### config.mk
export PLATFORM = sky130hd
export DESIGN_NAME = button_short_long_press_classifier
export DESIGN_NICKNAME = d
export VERILOG_FILES = /design/src/sv/bslpc_pkg.sv /design/src/sv/bslpc_track.sv /design/src/sv/button_short_long_press_classifier.sv
export SDC_FILE = /design/constraint.sdc
export NUM_CORES = 1
export LEC_CHECK = 0
export ABC_AREA = 1
export CAP_MARGIN = 10
export CORE_MARGIN = 1.5
export CORE_UTILIZATION = 45
export DETAILED_ROUTE_END_ITERATION = 8
export DONT_BUFFER_PORTS = 1
export HOLD_SLACK_MARGIN = 0.06
export PLACE_DENSITY_LB_ADDON = 0.08
export SYNTH_ARGS = -nofsm -noshare
export SYNTH_HDL_FRONTEND = slang
export SYNTH_SLANG_ARGS = --single-unit
### constraint.sdc
create_clock -name clk_i -period 9.5 [get_ports clk_i]
set_clock_uncertainty 0.05 [all_clocks]
set_input_delay 0.475 -clock clk_i [delete_from_list [all_inputs] [get_ports clk_i]]
set_output_delay 0.475 -clock clk_i [all_outputs]
set_load 0.05 [all_outputs]
### src/sv/bslpc_pkg.sv
// Shared types and constants for the button short/long press classifier.
package bslpc_pkg;

  // Fixed field widths.
  localparam int IDX_W  = 4;
  localparam int TIME_W = 32;
  localparam int DUR_W  = 16;

  // Configuration port geometry.
  localparam int APB_ADDR_W = 3;
  localparam int APB_DATA_W = 32;

  // Register index codes, taken from the word address bit.
  localparam logic REG_LONG_PRESS = 1'b0;

  // Reset value of the long press duration in milliseconds.
  localparam logic [DUR_W-1:0] LONG_PRESS_RESET = 16'd1000;

  // Events produced for one item.
  typedef struct packed {
    logic press_edge;
    logic release_edge;
    logic short_press;
    logic long_press;
    logic index_invalid;
  } bslpc_evt_t;

endpackage

### src/sv/bslpc_track.sv
// Per-button press state and the event decode for one sample.
module bslpc_track #(
  parameter int BUTTON_COUNT = 16
) (
  input  logic                          clk_i,
  input  logic                          rst_ni,
  input  logic                          commit_i,
  input  logic [bslpc_pkg::IDX_W-1:0]   index_i,
  input  logic                          level_i,
  input  logic [bslpc_pkg::TIME_W-1:0]  now_ms_i,
  input  logic [bslpc_pkg::DUR_W-1:0]   long_press_ms_i,
  output bslpc_pkg::bslpc_evt_t         evt_o
);
  import bslpc_pkg::*;

  // Only indices the 4-bit field can reach need storage.
  localparam int DEPTH = (BUTTON_COUNT < (1 << IDX_W)) ? BUTTON_COUNT : (1 << IDX_W);
  localparam int AW    = (DEPTH > 1) ? $clog2(DEPTH) : 1;

  logic              active_q [DEPTH];
  logic              long_q   [DEPTH];
  logic [TIME_W-1:0] start_q  [DEPTH];

  logic              in_range;
  logic [AW-1:0]     addr;
  logic              pressed;
  logic              rd_active;
  logic              rd_long;
  logic [TIME_W-1:0] rd_start;
  logic [TIME_W-1:0] elapsed;
  logic              reached;

  // Look up the addressed button.
  assign in_range  = int'(index_i) < BUTTON_COUNT;
  assign addr      = index_i[AW-1:0];
  assign pressed   = ~level_i;
  assign rd_active = in_range ? active_q[addr] : 1'b0;
  assign rd_long   = in_range ? long_q[addr] : 1'b0;
  assign rd_start  = in_range ? start_q[addr] : '0;

  // Hold time modulo 2^32 against the configured duration.
  assign elapsed = now_ms_i - rd_start;
  assign reached = elapsed >= {{(TIME_W-DUR_W){1'b0}}, long_press_ms_i};

  // Event decode.
  always_comb begin
    evt_o.index_invalid = ~in_range;
    evt_o.press_edge    = in_range & pressed & ~rd_active;
    evt_o.long_press    = in_range & pressed & rd_active & ~rd_long & reached;
    evt_o.release_edge  = in_range & ~pressed & rd_active;
    evt_o.short_press   = in_range & ~pressed & rd_active & ~rd_long;
  end

  // Flag update for the committed item.
  always_ff @(posedge clk_i or negedge rst_ni) begin
    if (!rst_ni) begin
      for (int i = 0; i < DEPTH; i++) begin
        active_q[i] <= 1'b0;
        long_q[i]   <= 1'b0;
      end
    end else if (commit_i && in_range) begin
      for (int i = 0; i < DEPTH; i++) begin
        if (addr == AW'(i)) begin
          if (!pressed) begin
            active_q[i] <= 1'b0;
            long_q[i]   <= 1'b0;
          end else if (!rd_active) begin
            active_q[i] <= 1'b1;
            long_q[i]   <= 1'b0;
          end else if (evt_o.long_press) begin
            long_q[i] <= 1'b1;
          end
        end
      end
    end
  end

  // Start time is only read while the press is active, so it needs no reset.
  always_ff @(posedge clk_i) begin
    if (commit_i && in_range && pressed && !rd_active) begin
      for (int i = 0; i < DEPTH; i++) begin
        if (addr == AW'(i)) begin
          start_q[i] <= now_ms_i;
        end
      end
    end
  end

endmodule

### src/sv/button_short_long_press_classifier.sv
// Top level of the button short/long press classifier.
//
//   Channel   Direction  Handshake                 Payload
//   in        input      in_valid_i / in_stall_o   button_index_i, level_i, now_ms_i
//   out       output     out_valid_o / out_stall_i result_index_o and five event flags
//   config    input      APB write and read        long_press_ms at byte address 0
//
// Each item yields one result via the input register; the state lookup and event
// decode then feed the result register. One item per cycle is sustained while the
// result is not stalled; the per-button state is updated as the item moves into
// the result register, so consecutive items for one button see each other. A
// stalled result holds the result register and the input register keeps one more
// item. Reset clears all press flags and loads a duration of 1000 ms.
module button_short_long_press_classifier #(
  parameter int BUTTON_COUNT = 16
) (
  input  logic                               clk_i,
  input  logic                               rst_ni,
  // Sample channel.
  input  logic                               in_valid_i,
  output logic                               in_stall_o,
  input  logic [bslpc_pkg::IDX_W-1:0]        button_index_i,
  input  logic                               level_i,
  input  logic [bslpc_pkg::TIME_W-1:0]       now_ms_i,
  // Result channel.
  output logic                               out_valid_o,
  input  logic                               out_stall_i,
  output logic [bslpc_pkg::IDX_W-1:0]        result_index_o,
  output logic                               press_edge_o,
  output logic                               release_edge_o,
  output logic                               short_press_o,
  output logic                               long_press_o,
  output logic                               index_invalid_o,
  // Configuration port.
  input  logic                               psel,
  input  logic                               penable,
  input  logic                               pwrite,
  input  logic [bslpc_pkg::APB_ADDR_W-1:0]   paddr,
  input  logic [bslpc_pkg::APB_DATA_W-1:0]   pwdata,
  output logic [bslpc_pkg::APB_DATA_W-1:0]   prdata,
  output logic                               pready
);
  import bslpc_pkg::*;

  logic [DUR_W-1:0]  long_press_ms_q;

  logic              s1_valid_q;
  logic [IDX_W-1:0]  s1_index_q;
  logic              s1_level_q;
  logic [TIME_W-1:0] s1_now_q;

  logic              out_valid_q;
  logic [IDX_W-1:0]  out_index_q;
  bslpc_evt_t        out_evt_q;

  logic              s2_free;
  logic              commit;
  bslpc_evt_t        evt;

  // Configuration register.
  assign pready = 1'b1;
  assign prdata = (paddr[2] == REG_LONG_PRESS) ?
                  {{(APB_DATA_W-DUR_W){1'b0}}, long_press_ms_q} : '0;

  always_ff @(posedge clk_i or negedge rst_ni) begin
    if (!rst_ni) begin
      long_press_ms_q <= LONG_PRESS_RESET;
    end else if (psel && penable && pwrite && pready && paddr[2] == REG_LONG_PRESS) begin
      long_press_ms_q <= pwdata[DUR_W-1:0];
    end
  end

  // Flow control between the two registers.
  assign s2_free    = ~out_valid_q | ~out_stall_i;
  assign commit     = s1_valid_q & s2_free;
  assign in_stall_o = s1_valid_q & ~s2_free;

  // Input register.
  always_ff @(posedge clk_i or negedge rst_ni) begin
    if (!rst_ni) begin
      s1_valid_q <= 1'b0;
    end else if (!in_stall_o) begin
      s1_valid_q <= in_valid_i;
    end
  end

  always_ff @(posedge clk_i) begin
    if (in_valid_i && !in_stall_o) begin
      s1_index_q <= button_index_i;
      s1_level_q <= level_i;
      s1_now_q   <= now_ms_i;
    end
  end

  // Per-button state and event decode.
  bslpc_track #(
    .BUTTON_COUNT(BUTTON_COUNT)
  ) u_track (
    .clk_i          (clk_i),
    .rst_ni         (rst_ni),
    .commit_i       (commit),
    .index_i        (s1_index_q),
    .level_i        (s1_level_q),
    .now_ms_i       (s1_now_q),
    .long_press_ms_i(long_press_ms_q),
    .evt_o          (evt)
  );

  // Result register.
  always_ff @(posedge clk_i or negedge rst_ni) begin
    if (!rst_ni) begin
      out_valid_q <= 1'b0;
    end else if (s2_free) begin
      out_valid_q <= s1_valid_q;
    end
  end

  always_ff @(posedge clk_i) begin
    if (commit) begin
      out_index_q <= s1_index_q;
      out_evt_q   <= evt;
    end
  end

  assign out_valid_o     = out_valid_q;
  assign result_index_o  = out_index_q;
  assign press_edge_o    = out_evt_q.press_edge;
  assign release_edge_o  = out_evt_q.release_edge;
  assign short_press_o   = out_evt_q.short_press;
  assign long_press_o    = out_evt_q.long_press;
  assign index_invalid_o = out_evt_q.index_invalid;

endmodule

# After elaboration in Yosys (flattened, before gate mapping)
# Memories as Yosys holds them, arrays and structs flattened. A register that Yosys moved wholly into a read port is not among the register bits.
# Cells that the tools add are included.
[totals]
register_bits = 95
elab_cells = 243
n_memories = 1
ramBits = 512
[classes]
eq_ne = 17
bitwise = 17
reduce_logical = 56
order_cmp = 2
n_mux = 106
n_addsub = 1
[memory_table]
columns = ["memory", "words", "word_bits", "rd", "rd_clocked_by_memory_dff", "wr", "line_no", "text"]
rows = [
  ["u_track.start_q", 16, 32, 1, 1, 1, "bslpc_track.sv:22", "logic [TIME_W-1:0] start_q [DEPTH];"],
]
[op_table]
columns = ["cell", "count"]
rows = [
  ["32-bit 2-to-1 mux", 15],
  ["32-bit OR reduction", 15],
  ["3-bit AND reduction", 32],
  ["1-bit 2-to-1 mux", 72],
  ["4-bit 2-to-1 mux", 16],
  ["4-bit == test (second input constant)", 8],
  ["32-bit by 16-bit greater-or-equal comparator with 1-bit output", 1],
  ["32-bit subtractor", 1],
  ["4-bit by 3-bit == test with 1-bit output (second input constant)", 4],
  ["16-bit 2-to-1 mux", 1],
  ["1-bit AND", 8],
  ["1-bit binary-select mux with 4-bit select", 2],
  ["4-bit by 2-bit == test with 1-bit output (second input constant)", 2],
  ["1-bit inverter", 7],
  ["1-bit logical AND", 6],
  ["5-bit greater-or-equal comparator (second input constant)", 1],
  ["4-bit inverter with 5-bit output", 1],
  ["4-bit by 1-bit == test with 1-bit output (second input constant)", 1],
  ["4-bit zero test", 1],
  ["3-bit != test (second input constant)", 1],
  ["1-bit zero test", 2],
  ["2-bit != test (second input constant)", 1],
  ["1-bit OR", 1],
]

# Logic depth before layout (Yosys ltp)
# Gate-level depths: netlist of the first run.
[depth]
depth_word = 24
ltp_mapped = 36
mapped_depth_nobuf = 32

# Modules after synthesis
# From an unflattened synthesis of the first run, not the netlist that was laid out.
[unflattened]
hier_cells = 2052
area_unflattened_um2 = 25695.9
[by_module_without_submodules]
columns = ["module", "area_each_um2", "cells_each", "instances"]
rows = [
  ["bslpc_track", 23281.1, 1869, 1],
  ["button_short_long_press_classifier", 2414.8, 183, 1],
]

# Worst setup path after synthesis of the first run
# Ideal clock, no wire load.
[synth_timing]
path_kind = "reg2reg"
from = "register out_valid_q (netlist: out_valid_o)"
to = "memory u_track.start_q[5][0] (enable)"
required_ns = 8.989
setup_slack_ns = 5.029
period_less_slack_ns = 4.471
arrival_time_ns = 3.960
stages_incl_launch_ff = 6
n_path_buf = 2
cell_sequence = "dfrtp_1 -> a21oi_1 -> clkbuf_1 -> nand2_1 -> clkbuf_1 -> nor3_1"
[synth_between]
elab_chain_len = 23
word_cells_on_any_way = 82
[synth_lines]
columns = ["element", "line_no", "text"]
rows = [
  ["start: declaration", "button_short_long_press_classifier.sv:52", "logic out_valid_q;"],
  ["start signal: assignment", "button_short_long_press_classifier.sv:114", "out_valid_q <= s1_valid_q;"],
  ["1-bit inverter (*)", "button_short_long_press_classifier.sv:74", "assign s2_free = ~out_valid_q | ~out_stall_i;"],
  ["1-bit OR (*)", "button_short_long_press_classifier.sv:74", ""],
  ["1-bit AND (*)", "button_short_long_press_classifier.sv:75", "assign commit = s1_valid_q & s2_free;"],
  ["via commit", "button_short_long_press_classifier.sv:57", "logic commit;"],
  ["1-bit logical AND (*) (2 in series)", "bslpc_track.sv:80", "if (commit_i && in_range && pressed && !rd_active) begin"],
  ["1-bit 2-to-1 mux", "bslpc_track.sv:80", ""],
  ["1-bit 2-to-1 mux (not written as such)", "bslpc_track.sv:83", "start_q[i] <= now_ms_i;"],
  ["32-bit OR reduction (no source line)", "-", ""],
  ["4-bit 2-to-1 mux (no source line) or 1-bit 2-to-1 mux (tied branches) (15 in series)", "-", ""],
  ["end: declaration", "bslpc_track.sv:22", ""],
]
# Mark *: on every way through the listed nets, which the timed path passes. The rest lies on a longest branch.

==> metrics.yaml, run 1 <==
yosysWarnings: 0
synth.top_cell.area_share_pct: 62.3
power_switching_mw: 1.99
wl_per_cell_um: 21.7
p_clk_share_pct: 35.1
dieHeight_um: 247
grt_antenna_before_repair: 0
grt.overflow.total: 0
dieArea_um2: 61100
fillers: 5172
drc: 0
cp_data_arrival_time_ns: 6.98
io_pins: 123
routed_wl_um: 70200
grt_pass1_wl_um: 107000
leakage_nw: 11.0
crit_path_end_kind: "register"
via_count: 17800
clkTransAtPathRegs_ns: 0.06
io_buffers: 0
crit_type: "reg -> reg"
hold_viol: 0
avgSynthCellArea_um2: 11.3
ys_seq_area_share_pct: 67.3
period_share_pct: 68.8
min_period_ns: 6.54
root_buffer: "clkbuf_16"
htree_levels: 3
setup_violations: 0
ys_types: 52
drt_iter0_drc: 1373
fmax_ghz: 0.153
cts_resized: 0
syn_to_final_growth_pct: 12.5
synth_top_area_cell: "edfxtp_1"
max_stage_delay_ns: 1.04
hold_class: "in -> reg"
drv_cap: 0
max-vdd-ir-drop_v: 0.000155
numClockSinks: 611
status: "finished, final reports clean"
drt_pre_antenna_iters: 5
drt.antenna.violating_nets: 0
worst_slew_pin_slew_ns: 1.16
initial_core_util_pct: 45.5
grt_pass1_vias: 17600
cts_hold_buf: 57
post_layout_nonfiller_instances: 3238
internal_power_mw: 4.76
maxSlewViolCount: 0
seqPwrFrac_pct: 46.7
clock_latency_ns: 0.61
place_hpwl_um: 39800
grt_use_total_pct: 23.5
power_frac_comb_pct: 18.1
cp-start-kind: "register"
synth_ff_type: "edfxtp_1"
clockBufferDepth: 3
die_width_um: 247
synth_area_um2: 26800
power_density_nw_per_um2: 224
crit_fanout: 69
nNetsFinal: 2547
drive_gt1_share_pct: 7.99
synthCells: 2378
diodes: 0
rsz0062_at_grt: "false"
grt_start_max_net_pins: 133
via_per_inst: 5.51
synth_area_leaders: "edfxtp_1 (62%), nor2_1 (5.2%), o21ai_0 (5.2%), nand2_1 (4.4%), dfrtp_1 (4.1%)"
synth_seq_cells: 611
relSlewSlack_pct: 22.7
cts_tree: "done"
timing.setup.tns_ns: 0
core_um2: 59000
post_cts.repair.setup_buffers: 0
slowest_stage: "clkinv_2"
place_congestion: 0.867
placed_cells: 3064
cts_buffers: 67
std_cell_rows: 89
synthArstFlopShare_pct: 8.18
worstPathRequired_ns: 9.94
p_sw_share_pct: 29.5
synth-edff-count: 557
hold_slack_ns: 0.299
-- per-layer routing --
layer / up-vias / global-route usage, % / wire length, um
met5: - / 0 / 0
met4: 0 / 6.83 / 1350
met3: 84 / 3.09 / 2940
met2: 427 / 38.5 / 33400
met1: 8861 / 33.0 / 32500
li1: 8465 / - / -
-- power by group through the flow --
stage | Combinational [mW] | Sequential [mW] | Clock, mW
floorplan | 0.883 | 3.16 | 0
global placement | 1.18 | 3.21 | 0
detailed placement | 1.20 | 3.21 | 0
CTS | 1.23 | 3.16 | 2.43
global route | 1.38 | 3.17 | 2.53
finish | 1.22 | 3.16 | 2.37
-- critical path: cells and delay by family, from the launching register on --
| kind | cells | cell delay (ns) |
|---|---|---|
| and+or+nand+nor | 17 | 2.32 |
| buffers and inverters | 5 | 1.97 |
| DFF | 1 | 0.71 |
| adders and majority gates | 2 | 0.60 |
| AOI/OAI and AO/OA | 3 | 0.44 |
| xor gates and xnor gates | 1 | 0.22 |
-- final timing paths --
kind                            slack [ns]  cells past startpoint          startpoint             endpoint
worst max-delay path                  2.96                     28            register   u_track.long_q[11]
worst min-delay path                  0.30                      2         out_stall_i       release_edge_o
max in group asynchronous             8.77                      2              rst_ni   long_press_ms_q[6]
worst min register to register        0.42                      2  u_track.long_q[11]   u_track.long_q[11]
worst max register to register        2.96                     28            register   u_track.long_q[11]
min in group asynchronous             0.35                      2              rst_ni  long_press_ms_q[13]
-- flip-flops by register name (all words and copies together) (netlist names), named ones only --
register,flops
long_press_o,1
long_press_ms_q,16
u_track.long_q,16
u_track.active_q,16
release_edge_o,1
result_index_o,4
out_valid_o,1
s1_level_q,1
s1_index_q,4
press_edge_o,1
short_press_o,1
s1_valid_q,1
u_track.start_q,512
s1_now_q,32
-- logic make-up (layout without fill, tap and decap cells) --
family	count (synthesis)	after routing	synth area share, %
adders and majority gates	50	50	2.36
and+or+nand+nor	840	840	13.0
buffers and inverters	351	422	5.30
xor gates and xnor gates	14	14	0.457
other	2	18	0.0280
DFF	611	611	67.3
AOI/OAI and AO/OA	510	510	11.5
-- final cells by class --
cell class	instances	area (um2)	area share, %
multi-input cells	1432	7540	25.0
flip-flops and latches	611	18100	59.9
clock buffers	89	1800	5.96
repair buffers	89	832	2.75
well taps	773	967	3.20
clock inverters	27	166	0.551
inverters	217	823	2.73
-- layout by cell type (no fill, tap or decap), types with 44 or more instances in the layout --
| cell | netlist | final |
|---|---|---|
| dfrtp_1 | 44 | 44 |
| o21ai_0 | 278 | 278 |
| o221ai_1 | 96 | 96 |
| dlygate4sd3_1 | 0 | 56 |
| edfxtp_1 | 557 | 557 |
| clkbuf_16 | 0 | 68 |
| nand2_1 | 314 | 313 |
| nand3_1 | 87 | 87 |
| nor2_1 | 375 | 360 |
| inv_1 | 210 | 208 |
| ha_1 | 49 | 49 |
-- per-stage QoR --
stage | area, um2 | util, % | worst slack, ns | power [mW]
after floorplan | 26900 | - | 5.03 | 4.05
after global placement | 27600 | 46.8 | 2.93 | 4.39
after detailed placement | 27600 | 46.8 | 2.84 | 4.41
after CTS | 30200 | 51.2 | 2.87 | 6.81
after global routing | 30200 | 51.2 | 2.42 | 7.07
final | 30200 | 51.2 | 2.96 | 6.75
-- Yosys cell counts (4+ instances only) --
master    count
inv_1       210
nand3_1      87
nor2_2       10
a22oi_1       8
nor2_1      375
o21ai_0     278
xor2_1       13
o221ai_1     96
dfstp_2       6
inv_2         5
buf_2         5
nand3b_1      4
nand4_1      15
nand2_2      11
nand2_1     314
nor3_1       11
clkbuf_1    105
dfxtp_1       4
edfxtp_1    557
o211ai_1     28
a21oi_1      44
ha_1         49
buf_4        19
o22ai_1      38
dfrtp_1      44
Power figures use the tool's default switching activity.
==> run 2: changes to the inputs <==
- ABC_AREA: 1 -> 0
- clock period: 9.5 -> 6 ns (I/O delays scaled with it)
==> metrics.yaml, run 2 <==
clockBufferDepth: 3  # unchanged
p_clk_share_pct: 36.5  # +1.4 points
max-vdd-ir-drop_v: 0.000230  # +48%
dieHeight_um: 242  # -2.0%
synthXorXnorAreaFrac_pct: 0.612  # +0.16 points
power_density_nw_per_um2: 345  # +54%
via_count: 13700  # -23%
internal_power_mw: 7.81  # +64%
clkTransAtPathRegs_ns: 0.06  # about the same
synth_top_family_by_area: "multiplexers"
path_common_cell: "buf_12"
min_period_ns: 5.72  # -0.819 ns
yosysWarnings: 0  # unchanged
synth_seq_cells: 611  # unchanged
grt_use_total_pct: 20.9  # -2.6 points
multi_input_area_um2: 7460  # -0.96%
synthArstFlopShare_pct: 8.18  # unchanged
status: "finished, final reports clean"
avgSynthCellArea_um2: 18.2  # +61%
synth.top_cell.area_share_pct: 64.9  # +2.6 points
hold_slack_ns: 0.154  # -0.145 ns
final_cell_mix: "edfxtp_1 (557), mux4_2 (170), buf_4 (96)"
ff_latch_area_um2: 18100  # about the same
die_width_um: 242  # -2.0%
ys_seq_area_share_pct: 70.1  # +2.8 points
leakage_nw: 10.3  # -6.6%
grt_start_max_net_pins: 55  # -59%
power_switching_mw: 2.70  # +35%
timing.final.ws_setup_ns: 0.280  # -2.68 ns
largest_reg_flops: 512  # unchanged
drive_gt1_share_pct: 27.8  # +20 points
drv_cap: 0  # unchanged
drt.antenna.violating_nets: 0  # unchanged
maxSlewViolCount: 0  # unchanged
wl_per_cell_um: 25.3  # +17%
root_buffer: "clkbuf_16"
power_frac_comb_pct: 16.4  # -1.7 points
grt_antenna_before_repair: 0  # unchanged
synth_common_cells: "edfxtp_1 (557), mux4_2 (170), o21ai_0 (76)"
place_hpwl_um: 36000  # -9.4%
synth_area_um2: 25800  # -4.0%
grt_pass1_wl_um: 90100  # -16%
drt_iter0_drc: 1099  # -20%
top_layer: "met4"
slowest_stage: "mux4_2"
drt_pre_antenna_iters: 5  # unchanged
crit_fanout: 7  # -90%
synth_fa_ha_area_share_pct: 2.46  # +0.098 points
period_share_pct: 95.3  # +27 points
htree_levels: 3  # unchanged
crit_path_end_kind: "register"
synth_top_area_cell: "edfxtp_1"
largest_register: "u_track.start_q"
synth.most_common_cell: "edfxtp_1"
nNetsFinal: 1721  # -32%
clock_latency_ns: 0.60  # about the same
max_stage_delay_ns: 0.52  # -0.52 ns
numClockSinks: 611  # unchanged
cp_data_arrival_time_ns: 6.15  # -0.83 ns
fillers: 4432  # -14%
synth-edff-count: 557  # unchanged
cts_buffers: 67  # unchanged
cts_tree: "done"
dieArea_um2: 58700  # -4.0%
grt.overflow.total: 0  # unchanged
io_buffers: 0  # unchanged
grt_pass1_vias: 13900  # -21%
met2_length_um: 29000  # -13%
r2r_end: "u_track.long_q[6]"
worstPathRequired_ns: 6.43  # -3.51 ns
synth_compound_area_share_pct: 4.51  # -7.0 points
io_pins: 123  # unchanged
yosys.area_share.simple_pct: 3.91  # -9.1 points
place_congestion: 0.867  # about the same
rr_worst_depth: 26  # -7.1%
rrSetupSlack_ns: 0.28  # -2.68 ns
final_common_cell: "edfxtp_1"
core_um2: 56500  # -4.3%
reg_top3: "u_track.start_q x512, s1_now_q x32"
crit_type: "reg -> reg"
path_buf_inv: 8  # +3
relSlewSlack_pct: 19.4  # -3.3 points
initial_core_util_pct: 45.6  # +0.13 points
synth_ff_type: "edfxtp_1"
synth_area_leaders: "edfxtp_1 (65%), mux4_2 (15%), dfrtp_1 (4.3%), ha_1 (2.4%), o21ai_0 (1.5%)"
synthMuxAreaShare_pct: 15.9  # +16 points
route.met3.wl_um: 3230  # +9.8%
worst_slew_pin_slew_ns: 1.20  # +0.0454 ns
wl_met1_um: 27500  # -15%
p_sw_share_pct: 25.7  # -3.8 points
drc: 0  # unchanged
routed_wl_um: 60700  # -13%
synthCells: 1419  # -40%
std_cell_rows: 87  # -2.2%
seqPwrFrac_pct: 47.1  # +0.4 points
fmax_ghz: 0.175  # +14%
setup_violations: 0  # unchanged
hold_class: "in -> async"
via_per_inst: 5.70  # +3.5%
path_delay_family: "simple AND/OR/NAND/NOR gates"
ys_types: 64  # +23%
diodes: 0  # unchanged
syn_to_final_growth_pct: 18.2
cp-start-kind: "register"
place_ws_ns: -0.0937  # -2.94 ns
hold_viol: 0  # unchanged
[run 2: cell count changes after synthesis, sizes merged, moves of 20 or more]
cell | previous run | this run
mux2 | 0 | 20
o211ai | 28 | 4
o21ai | 281 | 85
o221ai | 96 | 1
mux4 | 0 | 170
o22ai | 39 | 2
clkbuf | 105 | 47
inv | 216 | 60
nand2 | 326 | 53
nand3 | 91 | 16
nor2 | 389 | 60
[run 2: power groups by stage]
stage | Combinational [mW] | Clock (mW) | Sequential, mW
6_report | 1.73 | 3.84 | 4.95
5_1_grt | 1.89 | 4.09 | 4.97
4_1_cts | 1.63 | 3.93 | 4.95
3_5_place_dp | 1.58 | 0 | 5.04
3_3_place_gp | 1.57 | 0 | 5.03
2_1_floorplan | 1.12 | 0 | 4.97
[run 2: per-layer routing]
| layer | global-route usage [%] | vias up |
|---|---|---|
| met1 | 30.5 | 7154 |
| met3 | 3.36 | 62 |
| met4 | 5.53 | 0 |
| met5 | 0 | - |
| met2 | 33.0 | 404 |
| li1 | - | 6044 |
[run 2: stage by stage]
stage / util, % / instances / setup TNS [ns] / power, mW / area, um2
after detailed placement: 48.4 / 2195 / -0.0937 / 6.62 / 27300
after floorplan: - / 1435 / 0 / 6.09 / 25800
final: 53.9 / 2396 / 0 / 10.5 / 30500
after CTS: 53.0 / 2370 / 0 / 10.5 / 30000
after global placement: 48.4 / 2195 / -0.106 / 6.60 / 27300
after global routing: 53.9 / 2396 / -0.0290 / 10.9 / 30500
[run 2: logic make-up after synthesis]
logic type / Yosys count
flops: 611
simple gates: 206
mux: 195
compound gates: 190
buf+inv: 147
fa+ha+maj: 50
xor+xnor: 18
other cells: 2
[run 2: what timing repair did]
| item | CTS | global route |
|---|---|---|
| gates cloned | 0 | 1 |
| pin swaps | 1 | 19 |
| setup buffers | 0 | 26 |
| hold endpoints to repair | 111 | 0 |
| endpoints found under the setup margin | 4 | 17 |
| hold buffers | 58 | 0 |
| resized for setup | 1 | 55 |
[run 2: layout make-up]
class	instances	share of cell area, %
inverter	60	0.739
clock inverter	28	0.690
timing repair buffer	175	5.72
clock buffer	89	5.91
sequential	611	59.3
tap	756	3.10
multi-input combinational	677	24.5
[run 2: worst max-delay path by stage]
stage | endpoint | slack, ns | cells past startpoint
after floorplan | long_press_o | 0.12 | 25
after global routing | u_track.long_q[1] | -0.01 | 28
after global placement | long_press_o | -0.11 | 25
after CTS | long_press_o | 0.06 | 25
final | u_track.long_q[6] | 0.28 | 26
after detailed placement | long_press_o | -0.09 | 25
[run 2: worst reg2reg max path, stage by stage, from the launching register on]
cell and delay [ns]:
dfxtp_4 0.40, buf_12 0.16, buf_12 0.14, buf_4 0.16
mux4_2 0.52, mux4_2 0.49, inv_1 0.12, ha_2 0.33
nand2_1 0.11, nor3_2 0.06, nor4_2 0.33, o31ai_4 0.13
xor2_1 0.19, ha_1 0.31, nand4_1 0.11, or2_4 0.14
buf_4 0.10, a21oi_2 0.04, nor4_1 0.27, nand4bb_1 0.19
nor4_4 0.33, o2111ai_2 0.19, nor4_4 0.29, buf_12 0.18
buf_12 0.12, buf_4 0.10, o21ai_1 0.06
